===== config.mk =====
export PLATFORM = sky130hd
export DESIGN_NAME = tcp_segment_receive_tracker_core
export DESIGN_NICKNAME = d
export VERILOG_FILES = /design/src/sv/tcp_srt_pkg.sv /design/src/sv/tcp_srt_eval.sv /design/src/sv/tcp_segment_receive_tracker_core.sv
export SDC_FILE = /design/constraint.sdc
export NUM_CORES = 1
export LEC_CHECK = 0
export BUFFER_PORTS_ARGS = -buffer_cell sky130_fd_sc_hd__buf_2
export CORE_MARGIN = 2
export CORE_UTILIZATION = 60
export DETAILED_ROUTE_END_ITERATION = 8
export GPL_TIMING_DRIVEN = 0
export PLACE_DENSITY_LB_ADDON = 0.2
export SYNTH_ARGS = -nofsm -noshare
export SYNTH_HDL_FRONTEND = slang
export SYNTH_SLANG_ARGS = --single-unit

===== constraint.sdc =====
create_clock -name clk -period 16.2 [get_ports clk]
set_input_delay 0.81 -clock clk [delete_from_list [all_inputs] [get_ports clk]]
set_output_delay 0.81 -clock clk [all_outputs]
set_load 0.01 [all_outputs]

===== src/sv/tcp_srt_pkg.sv =====
`timescale 1ns / 1ps
// ----------------------------------------------------------------------------
// TCP segment receive tracker package
// Transfer types, tracker state, action codes and flag constants shared by
// the decision logic and the top level.
// ----------------------------------------------------------------------------
package tcp_srt_pkg;

  localparam int CFG_INDEX_W = 2;
  localparam int CFG_DATA_W  = 32;

  localparam logic [CFG_INDEX_W-1:0] CFG_LOCAL_PORT       = 2'd0;
  localparam logic [CFG_INDEX_W-1:0] CFG_REMOTE_PORT      = 2'd1;
  localparam logic [CFG_INDEX_W-1:0] CFG_INITIAL_SEND_SEQ = 2'd2;

  localparam logic REQ_SEGMENT = 1'b0;
  localparam logic REQ_SEND    = 1'b1;

  localparam logic [2:0] ACT_IGNORED      = 3'd0;
  localparam logic [2:0] ACT_RESET        = 3'd1;
  localparam logic [2:0] ACT_HANDSHAKE    = 3'd2;
  localparam logic [2:0] ACT_DATA         = 3'd3;
  localparam logic [2:0] ACT_DROPPED      = 3'd4;
  localparam logic [2:0] ACT_ACK_ONLY     = 3'd5;
  localparam logic [2:0] ACT_SEND_OK      = 3'd6;
  localparam logic [2:0] ACT_SEND_REFUSED = 3'd7;

  localparam int FLAG_FIN_BIT = 0;
  localparam int FLAG_SYN_BIT = 1;
  localparam int FLAG_RST_BIT = 2;
  localparam int FLAG_PSH_BIT = 3;
  localparam int FLAG_ACK_BIT = 4;

  localparam logic [7:0] FLAGS_ACK     = 8'h10;
  localparam logic [7:0] FLAGS_ACK_PSH = 8'h18;

  localparam logic [15:0] MIN_SEGMENT_LEN = 16'd20;
  localparam logic [3:0]  MIN_DATA_OFFSET = 4'd5;

  typedef struct packed {
    logic        req_type;
    logic [15:0] src_port;
    logic [15:0] dst_port;
    logic [31:0] seq_num;
    logic [31:0] ack_num;
    logic [3:0]  data_offset;
    logic [7:0]  flags;
    logic [15:0] segment_length;
    logic [15:0] sent_count;
  } req_t;

  typedef struct packed {
    logic [2:0]  action;
    logic        send_ack;
    logic [7:0]  reply_flags;
    logic [31:0] reply_seq;
    logic [31:0] reply_ack;
    logic        accept_payload;
    logic [15:0] payload_bytes;
    logic        is_established;
    logic        peer_is_closed;
    logic [31:0] dropped_segment_count;
  } rsp_t;

  typedef struct packed {
    logic [31:0] recv_next;
    logic [31:0] send_next;
    logic        established;
    logic        peer_closed;
    logic [31:0] dropped_segments;
  } conn_state_t;

endpackage


===== src/sv/tcp_srt_eval.sv =====
`timescale 1ns / 1ps
// ----------------------------------------------------------------------------
// TCP segment receive tracker decision logic
// Combinational evaluation of one item against the connection state: send
// accounting, header checks, RST, handshake, in-order acceptance, drops, FIN.
// ----------------------------------------------------------------------------
module tcp_srt_eval
  import tcp_srt_pkg::*;
(
  input  req_t        item,
  input  conn_state_t st,
  input  logic [15:0] local_port,
  input  logic [15:0] remote_port,
  output rsp_t        result,
  output conn_state_t st_next
);

  logic [5:0]  hdr_len;
  logic        hdr_ok;
  logic [15:0] pay;
  logic        has_pay;
  logic        in_order;
  logic [31:0] recv_adv;
  logic [31:0] recv_mid;
  logic [31:0] fin_diff;
  logic [31:0] fin_next;
  logic [31:0] syn_next;

  assign hdr_len  = {item.data_offset, 2'b00};
  assign hdr_ok   = (item.segment_length >= MIN_SEGMENT_LEN) &&
                    (item.dst_port == local_port) &&
                    (item.src_port == remote_port) &&
                    (item.data_offset >= MIN_DATA_OFFSET) &&
                    ({10'd0, hdr_len} <= item.segment_length);
  assign pay      = item.segment_length - {10'd0, hdr_len};
  assign has_pay  = (pay != 16'd0);
  assign in_order = (item.seq_num == st.recv_next);
  assign recv_adv = st.recv_next + {16'd0, pay};
  assign recv_mid = (has_pay && in_order) ? recv_adv : st.recv_next;
  assign fin_diff = recv_mid - item.seq_num;
  assign fin_next = item.seq_num + {16'd0, pay} + 32'd1;
  assign syn_next = item.seq_num + 32'd1;

  always_comb begin
    st_next = st;
    result  = '0;
    if (item.req_type == REQ_SEND) begin
      if (st.established) begin
        st_next.send_next = st.send_next + {16'd0, item.sent_count};
        result.action     = ACT_SEND_OK;
      end else begin
        result.action = ACT_SEND_REFUSED;
      end
    end else if (hdr_ok) begin
      priority if (item.flags[FLAG_RST_BIT]) begin
        st_next.peer_closed = 1'b1;
        result.action       = ACT_RESET;
      end else if (!item.flags[FLAG_ACK_BIT] && !item.flags[FLAG_SYN_BIT]) begin
        result.action = ACT_IGNORED;
      end else if (item.flags[FLAG_ACK_BIT] && item.flags[FLAG_SYN_BIT]) begin
        if (!st.established) begin
          st_next.recv_next    = syn_next;
          st_next.send_next    = item.ack_num;
          st_next.established  = 1'b1;
          result.action        = ACT_HANDSHAKE;
          result.send_ack      = 1'b1;
          result.reply_flags   = FLAGS_ACK;
          result.reply_seq     = item.ack_num;
          result.reply_ack     = syn_next;
          result.payload_bytes = pay;
        end
      end else begin
        result.action        = ACT_ACK_ONLY;
        result.payload_bytes = pay;
        if (has_pay) begin
          result.send_ack  = 1'b1;
          result.reply_seq = st.send_next;
          result.reply_ack = recv_mid;
          if (in_order) begin
            st_next.recv_next     = recv_adv;
            result.accept_payload = 1'b1;
            result.action         = ACT_DATA;
            result.reply_flags    = FLAGS_ACK_PSH;
          end else begin
            st_next.dropped_segments = st.dropped_segments + 32'd1;
            result.action            = ACT_DROPPED;
            result.reply_flags       = FLAGS_ACK;
          end
        end
        if (item.flags[FLAG_FIN_BIT]) begin
          if (!fin_diff[31] || !has_pay) begin
            st_next.recv_next = fin_next;
          end
          st_next.peer_closed = 1'b1;
        end
      end
    end
    result.is_established        = st_next.established;
    result.peer_is_closed        = st_next.peer_closed;
    result.dropped_segment_count = st_next.dropped_segments;
  end

endmodule


===== src/sv/tcp_segment_receive_tracker_core.sv =====
`timescale 1ns / 1ps
// ----------------------------------------------------------------------------
// TCP segment receive tracker
// Tracks the receive side of one client TCP connection and decides, per
// segment, whether payload is taken, dropped or acknowledged.
// ----------------------------------------------------------------------------
// Usage:
// The req channel carries either a parsed received segment header or a note
// of locally sent bytes; a transfer happens when req_valid is high and
// req_stall is low. Every request gives exactly one result on the rsp
// channel, transferred when rsp_valid is high and rsp_stall is low.
// An item is held in the input register, is evaluated against the
// connection state, and its result is then captured in the output
// register. One item per cycle is sustained while rsp_stall stays low;
// the only loop is the registered state update of the evaluator.
// When the receiver stalls, the result holds, the input register keeps one
// more item, and req_stall rises only while both are occupied.
// Synchronous reset clears the connection state, the port registers and
// both valid flags. The configuration port takes a write in any cycle;
// writing the initial send sequence also loads the send sequence.
// ----------------------------------------------------------------------------
module tcp_segment_receive_tracker_core
  import tcp_srt_pkg::*;
(
  input  logic                   clk,
  input  logic                   rst,
  input  logic                   cfg_we,
  input  logic [CFG_INDEX_W-1:0] cfg_index,
  input  logic [CFG_DATA_W-1:0]  cfg_data,
  input  logic                   req_valid,
  output logic                   req_stall,
  input  req_t                   req,
  output logic                   rsp_valid,
  input  logic                   rsp_stall,
  output rsp_t                   rsp
);

  logic        item_valid;
  req_t        item;
  conn_state_t st;
  conn_state_t st_next;
  conn_state_t st_cfg_next;
  rsp_t        result;
  logic [15:0] local_port;
  logic [15:0] remote_port;
  logic        advance;
  logic        fire;
  logic        take;

  assign advance   = !rsp_valid || !rsp_stall;
  assign fire      = item_valid && advance;
  assign req_stall = item_valid && !advance;
  assign take      = req_valid && !req_stall;

  tcp_srt_eval u_eval (
    .item        (item),
    .st          (st),
    .local_port  (local_port),
    .remote_port (remote_port),
    .result      (result),
    .st_next     (st_next)
  );

  always_comb begin
    st_cfg_next = fire ? st_next : st;
    if (cfg_we && (cfg_index == CFG_INITIAL_SEND_SEQ)) begin
      st_cfg_next.send_next = cfg_data;
    end
  end

  always_ff @(posedge clk) begin
    if (rst) begin
      item_valid <= 1'b0;
    end else if (take) begin
      item_valid <= 1'b1;
    end else if (advance) begin
      item_valid <= 1'b0;
    end
    if (take) begin
      item <= req;
    end
  end

  always_ff @(posedge clk) begin
    if (rst) begin
      st          <= '0;
      local_port  <= '0;
      remote_port <= '0;
    end else begin
      st <= st_cfg_next;
      if (cfg_we) begin
        unique case (cfg_index)
          CFG_LOCAL_PORT:  local_port  <= cfg_data[15:0];
          CFG_REMOTE_PORT: remote_port <= cfg_data[15:0];
          default: ;
        endcase
      end
    end
  end

  always_ff @(posedge clk) begin
    if (rst) begin
      rsp_valid <= 1'b0;
    end else if (fire) begin
      rsp_valid <= 1'b1;
    end else if (advance) begin
      rsp_valid <= 1'b0;
    end
    if (fire) begin
      rsp <= result;
    end
  end

  a_established_sticky: assert property (@(posedge clk) disable iff (rst)
    st.established |=> st.established)
    else $error("Established flag cleared without reset.");

  a_refused_send_keeps_seq: assert property (@(posedge clk) disable iff (rst)
    (fire && item.req_type == REQ_SEND && !st.established && !cfg_we) |=>
      ($stable(st.send_next) && rsp.action == ACT_SEND_REFUSED))
    else $error("Refused send changed the send sequence.");

  a_drop_count_matches: assert property (@(posedge clk) disable iff (rst)
    fire |=> ((st.dropped_segments == $past(st.dropped_segments) + 32'd1) ==
              (rsp.action == ACT_DROPPED)))
    else $error("Drop counter and dropped action disagree.");

  a_reply_has_ack: assert property (@(posedge clk) disable iff (rst)
    (rsp_valid && rsp.send_ack) |-> rsp.reply_flags[FLAG_ACK_BIT])
    else $error("Reply requested without the ACK flag.");

  a_accept_is_data: assert property (@(posedge clk) disable iff (rst)
    (rsp_valid && rsp.accept_payload) |->
      (rsp.action == ACT_DATA && rsp.payload_bytes != 16'd0))
    else $error("Payload accepted outside an in-order data segment.");

endmodule

After elaboration in Yosys (flattened, before gate mapping)

Index checks and enable logic that the tools add are counted.

Reductions and logical operators: 34
Mux-type cells: 44
Magnitude comparators: 3
Eq/ne operators: 11
Bitwise logic cells: 4
Add/subtract/negate cells: 8

Operators with widths:

| operator              | number |
|---|---|
| $mux 98               | 4 |
| $mux 32               | 12 |
| $mux 90               | 2 |
| $mux 66               | 2 |
| $mux 33               | 3 |
| $add 32x1->32 const B | 3 |
| $add 32x16->32        | 3 |
| $mux 93               | 1 |
| $mux 77               | 1 |
| $mux 76               | 1 |
| $mux 75               | 1 |
| $mux 65               | 1 |
| $mux 34               | 1 |
| $eq 16x16->1          | 2 |
| $eq 32x32->1          | 1 |
| $mux 16               | 2 |
| $sub 32x32->32        | 1 |
| $ge 16x5->1 const B   | 1 |
| $le 6x16->1           | 1 |
| $reduce_bool 16->1    | 1 |
| $sub 16x6->16         | 1 |
| $mux 3                | 4 |
| $logic_and 1x1->1     | 11 |
| $logic_not 1->1       | 8 |
| 20 further kinds      | 36 |

Register bits: 397
Output and inout port bits: 129
Word-level logic and storage cells: 132

Logic depth before layout (Yosys ltp)

Gate-level depths: netlist (run 1).

Word-level depth: 19
Mapped depth: 30
Gate-level depth less buffers: 28

Cells and area by module

Synthesis (run 1) repeated with hierarchy kept, for this count alone.

Cell total of the unflattened synthesis: 2446
Area, all modules: 22985.8 µm²

Modules (own cells, without submodules):

| module                           | cells each | times used | seq. area each (µm²) | area each (µm²) |
|---|---|---|---|---|
| tcp_segment_receive_tracker_core | 885        | 1          | 10690.3              | 12906.1 |
| tcp_srt_eval                     | 1561       | 1          | 0.0                  | 10079.7 |

Least setup slack after synthesis (run 1)

Ideal clock, no wire load.

Kind: input -> register
Start: in rsp_stall
End: reg item[0] (netlist name)
Stages: 2
Data arrival time: 7087 ps
Slack: 8463 ps
Path buffers: 0
Library setup time: 650 ps
Cells stage by stage: and3_1 nor2b_1

Word-level cells in the longest chain between the ends: 6

Ends and longest elaborated chain:

| item              | RTL line                               | source |
|---|---|---|
| from (decl)       | tcp_segment_receive_tracker_core.sv:34 | `input logic rsp_stall,` |
| $logic_not 1->1   | tcp_segment_receive_tracker_core.sv:50 | `assign advance = !rsp_valid \|\| !rsp_stall;` |
| $logic_or 1x1->1  | tcp_segment_receive_tracker_core.sv:50 |  |
| $logic_not 1->1   | tcp_segment_receive_tracker_core.sv:52 | `assign req_stall = item_valid && !advance;` |
| $logic_and 1x1->1 | tcp_segment_receive_tracker_core.sv:52 |  |
| $logic_not 1->1   | tcp_segment_receive_tracker_core.sv:53 | `assign take = req_valid && !req_stall;` |
| $logic_and 1x1->1 | tcp_segment_receive_tracker_core.sv:53 |  |
| net take          | tcp_segment_receive_tracker_core.sv:48 | `logic take;` |

The timed path passes the listed nets, and every way through them passes these cells.
A chain may end at the register's enable or synchronous reset.

Final worst setup path (run 1)

Start: reg item[18] (netlist name)
End: reg st[87] (netlist name)

Word-level cells in the longest chain between the ends: 14
Elaborated cells on any way between the ends: 29
Those cells by class: add/sub (5); order compare (2); eq/ne (2); mux (10); reduce/logical (10)

Ends and longest elaborated chain:

| item |
|---|
| parallel branches: the longest is 14 deep, another holds $add 32x16->32 |

Parallel ways; which one is timed is not known. The select of a mux whose other input is x is not followed.

==> flow_summary.json, run 1 <==
{
  "status": "complete, no violations",
  "grt_max_degree": 72,
  "gr-total-overflow": 0,
  "synth.area.top_cells": "edfxtp_1 36%, dfxtp_1 12%, xnor2_1 5.7%",
  "grt_pass1_wl_um": 101000,
  "io_buffer_count": 297,
  "cts.path.max_buffers": 3,
  "clockRootBuffer": "clkbuf_16",
  "postSynthAreaPerCell_sq_um": 9.95,
  "highest_layer": "met5",
  "yosysTopAreaCellShare": 0.364,
  "hold_path.class": "in -> reg",
  "wl_met3_um": 5460,
  "max_freq_mhz": 113,
  "synth_flop_cell": "edfxtp_1",
  "finalHoldViolCount": 0,
  "max_stage_delay_ns": 0.92,
  "cts_hold_buf": 0,
  "clock-sinks": 389,
  "syn-cell-area_sq_um": 21200,
  "wl_met2_um": 31300,
  "seq_power_share": 0.470,
  "start_util": 0.611,
  "pwr-share-clk": 0.414,
  "syn_inst": 2131,
  "worst-setup-path-type": "reg -> reg",
  "leakage_nw": 9.54,
  "dieArea_sq_um": 36900,
  "ys_seq_area_frac": 0.488,
  "area_growth_pct": 17.1,
  "setup_viol": 0,
  "min_period_ns": 8.88,
  "die_height_um": 192,
  "core-area_sq_um": 34700,
  "period_share": 0.548,
  "drt_iter0_drc": 1675,
  "fin_skew_ns": 0.0275,
  "synth_edf_count": 257,
  "grt_pass1_vias": 18385,
  "crit_required_ns": 16.61,
  "slowest_stage": "nor3b_1",
  "cts_setup_buffers": 0,
  "p_per_area_nw_per_um2": 96.8,
  "layout_common_cells": "297 x buf_2, 257 x edfxtp_1, 232 x nor2_1, 169 x a21oi_1, 163 x nand2_1",
  "cap_violations": 0,
  "final.setup.tns_ns": 0,
  "fin_nets": 2753,
  "drtAntennaViolNets": 0,
  "relSlewSlack": 0.111,
  "vias_per_cell": 6.30,
  "endpoint_kind": "flip-flop",
  "cp_top_family": "compound AO/OA/AOI/OAI gates",
  "final_common_cell": "buf_2",
  "worst_pin_slew_ns": 1.32,
  "post_cts_resized": 0,
  "drive_above_1_share": 0.163,
  "yosys.cell_types.count": 72,
  "antenna_found_initial": 4,
  "hpwl_um": 49500,
  "wl_met1_um": 25400,
  "drc_errors": 0,
  "ys_warn_count": 0,
  "clk_latency_ns": 0.59,
  "ys_async_sr_fraction": 0,
  "routedWlPerCell_um": 22.3,
  "postLayoutCoreUtil": 0.716,
  "cp.arrival_ns": 9.29,
  "cts_tree": "done",
  "cts_htree_levels": 2,
  "finalPower_mw": 2.40,
  "intPower_mw": 1.77,
  "path_common_cell": "ha_1",
  "grt_usage": 0.357,
  "cp_max_fo": 10,
  "irDropWorstVdd_uv": 96.6,
  "slew_violations": 0,
  "rsz0062_at_grt": "false",
  "p_sw_uw": 631,
  "vias": 18717,
  "p_sw_frac": 0.263,
  "gp_congestion": 1.00,
  "io_pins": 309,
  "p_comb_frac": 0.116,
  "die_x_um": 192,
  "routed_wl_um": 66300,
  "crit_path_start_kind": "flip-flop",
  "fp-row-count": 68,
  "ys_ff_latch": 389,
  "cts-buffers-inserted": 42,
  "crit_buf_inv": 4,
  "first_pass_iters": 5,
  "path_clk_slew_ns": 0.07,
  "yosysTopAreaCell": "edfxtp_1"
}
## area by class of cell
cell class,instances,area (sq um)
Inverter,77,289
Tap cell,455,569
Antenna cell,1,2.50
Fill cell,2583,9870
Clock buffer,45,1060
Multi-Input combinational cell,1564,10100
Buffer,106,474
Timing Repair Buffer,302,1590
Clock inverter,33,365
Sequential cell,389,10400
## worst reg2reg max path, delay by kind of cell, from the launching register on
kind / cells / cell delay (ns)
AOI/OAI and AO/OA: 8 / 2.99
and+or+nand+nor: 6 / 1.89
adders and majority gates: 4 / 1.22
xor gates and xnor gates: 2 / 0.89
muxes: 2 / 0.86
buffers and inverters: 4 / 0.48
DFF: 1 / 0.40
## registers in the layout, indices dropped and copies added, names as in the netlist
signal,count
item_valid,1
st,98
rsp_valid,1
item,137
local_port,16
rsp,120
remote_port,16
## synthesized netlist by cell type (43+ instances only)
master and count:
nand2_1 163, nor3_1 43, a22oi_1 61, xor2_1 85, ha_1 87, xnor2_1 139, o21ai_0 76, inv_1 76
edfxtp_1 257, nand3_1 69, clkbuf_1 91, dfxtp_1 132, nor2_1 232, a21oi_1 169
## path summary, 6_finish.rpt
check	startpoint	to	slack, ns	cells past startpoint
max reg2reg	item[18]	st[87]	7.32	26
min reg2reg	local_port[9]	local_port[9]	0.47	2
max	item[18]	st[87]	7.32	26
min	req[66]	item[66]	0.39	1
## through the flow
stage	hold WS (ns)	setup slack [ns]	instance area [sq um]	instances
2_1_floorplan	0.448	8.46	21200	2136
3_3_place_gp	0.454	5.81	23300	2888
3_5_place_dp	0.459	7.66	23400	2893
4_1_cts	0.364	7.58	24800	2971
5_1_grt	0.367	6.93	24800	2971
6_report	0.387	7.32	24800	2972
## cells by family after synthesis
logic type      Yosys count  share of synthesized area
simple gates            710                      0.161
buf+inv                 183                     0.0358
compound gates          495                      0.149
flops                   389                      0.488
fa+ha+maj                91                     0.0551
mux                      38                     0.0182
other cells               1                   0.000177
xor+xnor                224                     0.0925
## routing by layer
metal / global-route usage / vias to the layer above
met5: 0 / -
met4: 0.201 / 4
met3: 0.0685 / 263
met2: 0.586 / 1057
met1: 0.443 / 8919
li1: - / 8474
## power by group through the flow
stage | clock, mW | combinational (mW) | sequential (mW)
2_1_floorplan | 0 | 0.162 | 1.15
3_3_place_gp | 0 | 0.261 | 1.16
3_5_place_dp | 0 | 0.271 | 1.15
4_1_cts | 1.00 | 0.274 | 1.13
5_1_grt | 1.04 | 0.301 | 1.13
6_report | 0.996 | 0.279 | 1.13
Power figures use the tool's default switching activity.
==> inputs of run 2 (changes only) <==
--- a/config.mk
+++ b/config.mk
@@ -7,7 +7,7 @@
 export LEC_CHECK = 0
 export BUFFER_PORTS_ARGS = -buffer_cell sky130_fd_sc_hd__buf_2
 export CORE_MARGIN = 2
-export CORE_UTILIZATION = 60
+export CORE_UTILIZATION = 58
 export DETAILED_ROUTE_END_ITERATION = 8
 export GPL_TIMING_DRIVEN = 0
 export PLACE_DENSITY_LB_ADDON = 0.2
==> constraint.sdc (replaced) <==
create_clock -name clk -period 8.3 [get_ports clk]
set_input_delay 0.415 -clock clk [delete_from_list [all_inputs] [get_ports clk]]
set_output_delay 0.415 -clock clk [all_outputs]
set_load 0.01 [all_outputs]
==> flow_summary.json, run 2 (synthesis gave the netlist of run 1 again) <==
{
  "numPlacedInstances": 2907,
  "layout_common_cells": "298 x buf_2, 257 x edfxtp_1, 232 x nor2_1, 168 x a21oi_1, 163 x nand2_1",
  "seq_power_share": 0.458,
  "grt_usage": 0.366,
  "start_util": 0.584,
  "status": "complete, no violations",
  "rsz0062_at_grt": "false",
  "clockRootBuffer": "clkbuf_16",
  "p_comb_frac": 0.124,
  "finalHoldViolCount": 0,
  "leakage_nw": 10.2,
  "area_growth_pct": 23.9,
  "max_freq_mhz": 125,
  "drtAntennaViolNets": 0,
  "grtUsageMet1": 0.449,
  "worst_pin_slew_ns": 1.26,
  "max_stage_delay_ns": 0.61,
  "setup_slack_ns": 0.318,
  "core-area_sq_um": 36300,
  "path_clk_slew_ns": 0.06,
  "cts.path.max_buffers": 3,
  "dieArea_sq_um": 38100,
  "crit_path_start_kind": "flip-flop",
  "vias_per_cell": 6.16,
  "period_share": 0.962,
  "cp.arrival_ns": 8.42,
  "p_per_area_nw_per_um2": 183,
  "fin_nets": 2886,
  "final.setup.tns_ns": 0,
  "path_common_cell": "ha_1",
  "routed_wl_um": 70300,
  "min_period_ns": 7.98,
  "p_sw_frac": 0.260,
  "dp_slack_ns": -0.435,
  "multi_input_area_sq_um": 10200,
  "largest_reg_flops": 137,
  "clk_latency_ns": 0.60,
  "io_pins": 309,
  "p_sw_mw": 1.25,
  "globalRouteMet2Util": 0.613,
  "clock-sinks": 389,
  "hold_depth": 1,
  "fin_skew_ns": 0.0249,
  "grt_max_degree": 71,
  "gp_congestion": 0.998,
  "pwr-share-clk": 0.418,
  "final_common_cell": "buf_2",
  "cts_tree": "done",
  "first_pass_iters": 6,
  "finalPower_mw": 4.82,
  "relSlewSlack": 0.156,
  "worst-setup-path-type": "reg -> reg",
  "r2r_cells": 25,
  "postLayoutCoreUtil": 0.723,
  "hpwl_um": 49900,
  "nFillCells": 2633,
  "die_height_um": 195,
  "hold_path.class": "in -> reg",
  "cap_violations": 0,
  "die_x_um": 195,
  "endpoint_kind": "flip-flop",
  "top_register": "item",
  "drt_iter0_drc": 1917,
  "drc_errors": 0,
  "busiest_layer": "met2",
  "grt_pass1_vias": 19249,
  "final_cells": 3122,
  "grt_pass1_wl_um": 107000,
  "top_regs": "item x137, rsp x120, st x98",
  "slew_violations": 0,
  "vias": 19242,
  "setup_viol": 0,
  "routedWlPerCell_um": 22.5,
  "irDropWorstVdd_uv": 204,
  "slowest_stage": "xor2_1",
  "cts_htree_levels": 2,
  "drive_above_1_share": 0.160,
  "ff_latch_area_sq_um": 10400,
  "met3_usage": 0.0717,
  "fp-row-count": 70,
  "intPower_mw": 3.57,
  "antenna_found_initial": 2,
  "gr-total-overflow": 0,
  "io_buffer_count": 297,
  "cts-buffers-inserted": 44,
  "crit_required_ns": 8.74,
  "cp_max_fo": 10
}
## run 2: cell count changes in the layout (fill, tap and decap cells not counted), sizes merged
cell         before  now
buf             317  321
bufinv            5    4
clkbuf          136  150
clkinv           17   11
clkinvlp          7    8
diode             1    3
dlygate4sd3       0  127
inv              81   77
## run 2: final cells by class
type                       instances  share of cell area
sequential                       389               0.394
multi-input combinational       1564               0.387
timing repair buffer             433               0.110
clock buffer                      59              0.0464
tap                              468              0.0223
buffer                           106              0.0181
inverter                          77              0.0110
clock inverter                    23              0.0105
antenna                            3            0.000286
## run 2: critical path, delay by kind of cell, from the launching register on
kind | cells | cell delay, ns
xor+xnor | 2 | 0.95
fa+ha+maj | 4 | 1.23
simple gates | 6 | 1.42
buf+inv | 4 | 0.48
mux | 2 | 0.65
compound gates | 7 | 2.69
flops | 1 | 0.40
## run 2: stage by stage
step | cell area [sq um] | hold slack (ns)
after floorplan | 21200 | 0.448
after global placement | 23300 | 0.454
after detailed placement | 23400 | 0.459
after CTS | 26200 | 0.00181
after global routing | 26300 | 0.00370
final | 26300 | 0.0184
## run 2: final timing paths
check / startpoint / to / slack [ns]
worst min-delay path: req[69] / item[69] / 0.02
worst max-delay path: item[18] / st[87] / 0.32
worst max register to register: item[18] / st[87] / 0.32
worst min register to register: local_port[14] / local_port[14] / 0.47
## run 2: metal layers
metal	wire (um)	up-vias	part of all wire
met1	26700	9162	0.38
met2	33600	1088	0.48
met4	3900	0	0.056
met3	6130	241	0.087
met5	0	-	0
li1	-	8751	-
## run 2: power groups by stage
| stage | Sequential (mW) | Clock (mW) | Combinational, mW |
|---|---|---|---|
| after global routing | 2.21 | 2.10 | 0.642 |
| after detailed placement | 2.24 | 0 | 0.530 |
| final | 2.21 | 2.01 | 0.599 |
| after CTS | 2.20 | 2.02 | 0.579 |
| after floorplan | 2.25 | 0 | 0.315 |
| after global placement | 2.26 | 0 | 0.511 |
## run 2: repair_timing
action,CTS,global route
resized for setup,4,8
setup endpoints to repair,32,32
hold endpoints to repair,125,2
buffers inserted,0,3
pin swaps,0,1
hold buffers,125,2
==> inputs of run 3 (changes only) <==
==> constraint.sdc (replaced) <==
create_clock -name clk -period 8 [get_ports clk]
set_input_delay 0.4 -clock clk [delete_from_list [all_inputs] [get_ports clk]]
set_output_delay 0.4 -clock clk [all_outputs]
set_load 0.01 [all_outputs]
==> flow_summary.json, run 3 (synthesis gave the netlist of run 1 again) <==
{
  "drc_errors": 0,
  "drtAntennaViolNets": 0,
  "r2r_slack_ns": 0.34,
  "grt_pass1_wl_um": 108000,
  "fin_nets": 2896,
  "worst_pin_slew_ns": 1.27,
  "slew_violations": 0,
  "postLayoutCoreUtil": 0.726,
  "vias_per_cell": 6.17,
  "top_regs": "item x137, rsp x120, st x98",
  "gr-total-overflow": 0,
  "top_register": "item",
  "whs_endpoint": "item_valid",
  "r2r-end": "st[82]",
  "hpwl_um": 49900,
  "cp_max_fo": 10,
  "period_share": 0.958,
  "crit_buf_inv": 4,
  "clock-sinks": 389,
  "wl_met3_um": 6180,
  "grt_usage": 0.368,
  "wl_met1_um": 26600,
  "endpoint_kind": "flip-flop",
  "hold_path.class": "in -> reg",
  "drt_iter0_drc": 1805,
  "start_util": 0.584,
  "leakage_nw": 10.2,
  "setup_viol": 0,
  "dp_slack_ns": -0.735,
  "cts_htree_levels": 2,
  "min_period_ns": 7.66,
  "clockRootBuffer": "clkbuf_16",
  "area_growth_pct": 24.4,
  "io_pins": 309,
  "final_common_cell": "buf_2",
  "path_clk_slew_ns": 0.06,
  "crit_required_ns": 8.44,
  "io_buffer_count": 297,
  "slowest_stage": "o31ai_4",
  "setup_slack_ns": 0.339,
  "cts.path.max_buffers": 3,
  "hp-start": "req_valid",
  "antenna_found_initial": 3,
  "clk_latency_ns": 0.60,
  "core-area_sq_um": 36300,
  "hold_depth": 2,
  "die_height_um": 195,
  "largest_reg_flops": 137,
  "highest_layer": "met5",
  "first_pass_iters": 7,
  "dieArea_sq_um": 38100,
  "fp-row-count": 70,
  "path_common_cell": "ha_1",
  "rr_startpoint": "item[18]",
  "routed_wl_um": 71000,
  "drive_above_1_share": 0.160,
  "p_per_area_nw_per_um2": 190,
  "cts_tree": "done",
  "grt_pass1_vias": 19461,
  "grt_max_degree": 71,
  "irDropWorstVdd_uv": 196,
  "cp.arrival_ns": 8.10,
  "cts-buffers-inserted": 44,
  "fin_area_sq_um": 26400,
  "max_stage_delay_ns": 0.51,
  "gp_congestion": 0.998,
  "worst-setup-path-type": "reg -> reg",
  "cp_top_family": "compound AO/OA/AOI/OAI gates",
  "wl_met2_um": 34100,
  "routedWlPerCell_um": 22.7,
  "status": "complete, no violations",
  "crit_path_start_kind": "flip-flop",
  "layout_common_cells": "298 x buf_2, 257 x edfxtp_1, 232 x nor2_1, 168 x a21oi_1, 163 x nand2_1",
  "relSlewSlack": 0.146,
  "max_freq_mhz": 131,
  "r2r_cells": 29,
  "cap_violations": 0,
  "fin_skew_ns": 0.0296,
  "final.setup.tns_ns": 0,
  "die_x_um": 195,
  "finalHoldViolCount": 0,
  "dpl_cell_area_sq_um": 23400,
  "vias": 19331
}
## run 3: worst max path at each step
stage,startpoint,end,slack [ns],cells after the start
after floorplan,rsp_stall,item[0],0.67,2
after global placement,rsp_stall,item[61],-2.10,3
after detailed placement,item[18],st[91],-0.74,26
after CTS,item[18],st[91],0.02,30
after global routing,item[18],st[93],-0.005,27
final,item[18],st[82],0.34,29
## run 3: repair_timing
item | in CTS | in global routing
endpoints found under the hold margin | 135 | 1
endpoints found under the setup margin | 32 | 32
setup buffers | 0 | 4
pin swaps | 0 | 2
gates resized for setup | 8 | 6
hold buffers | 135 | 1
## run 3: layout make-up
cell class,instances,area [sq um]
diodes,3,7.51
plain buffers,106,477
clock buffers,59,1220
clock inverters,23,277
fillers,2630,9960
inverters,77,289
multi-input cells,1564,10200
flip-flops and latches,389,10400
well taps,468,586
repair buffers,443,2990
## run 3: layer usage
metal / track usage / vias up
met3: 0.0722 / 260
met1: 0.449 / 9192
met5: 0 / -
met2: 0.618 / 1118
met4: 0.201 / 2
li1: - / 8759
## run 3: power by group
| part | internal [mW] | switching (mW) | total, mW |
|---|---|---|---|
| clock network | 1.21 | 0.879 | 2.09 |
| registers | 2.23 | 0.0588 | 2.29 |
| logic | 0.259 | 0.369 | 0.628 |
| total | 3.70 | 1.31 | 5.01 |
## run 3: metrics by stage
step                      hold slack (ns)  std cells  total power, mW
after floorplan                     0.448       2136             2.66
after global placement              0.454       2901             2.87
after detailed placement            0.459       2907             2.88
after CTS                        0.000486       3124             4.99
after global routing               0.0122       3130             5.15
final                              0.0293       3132             5.01
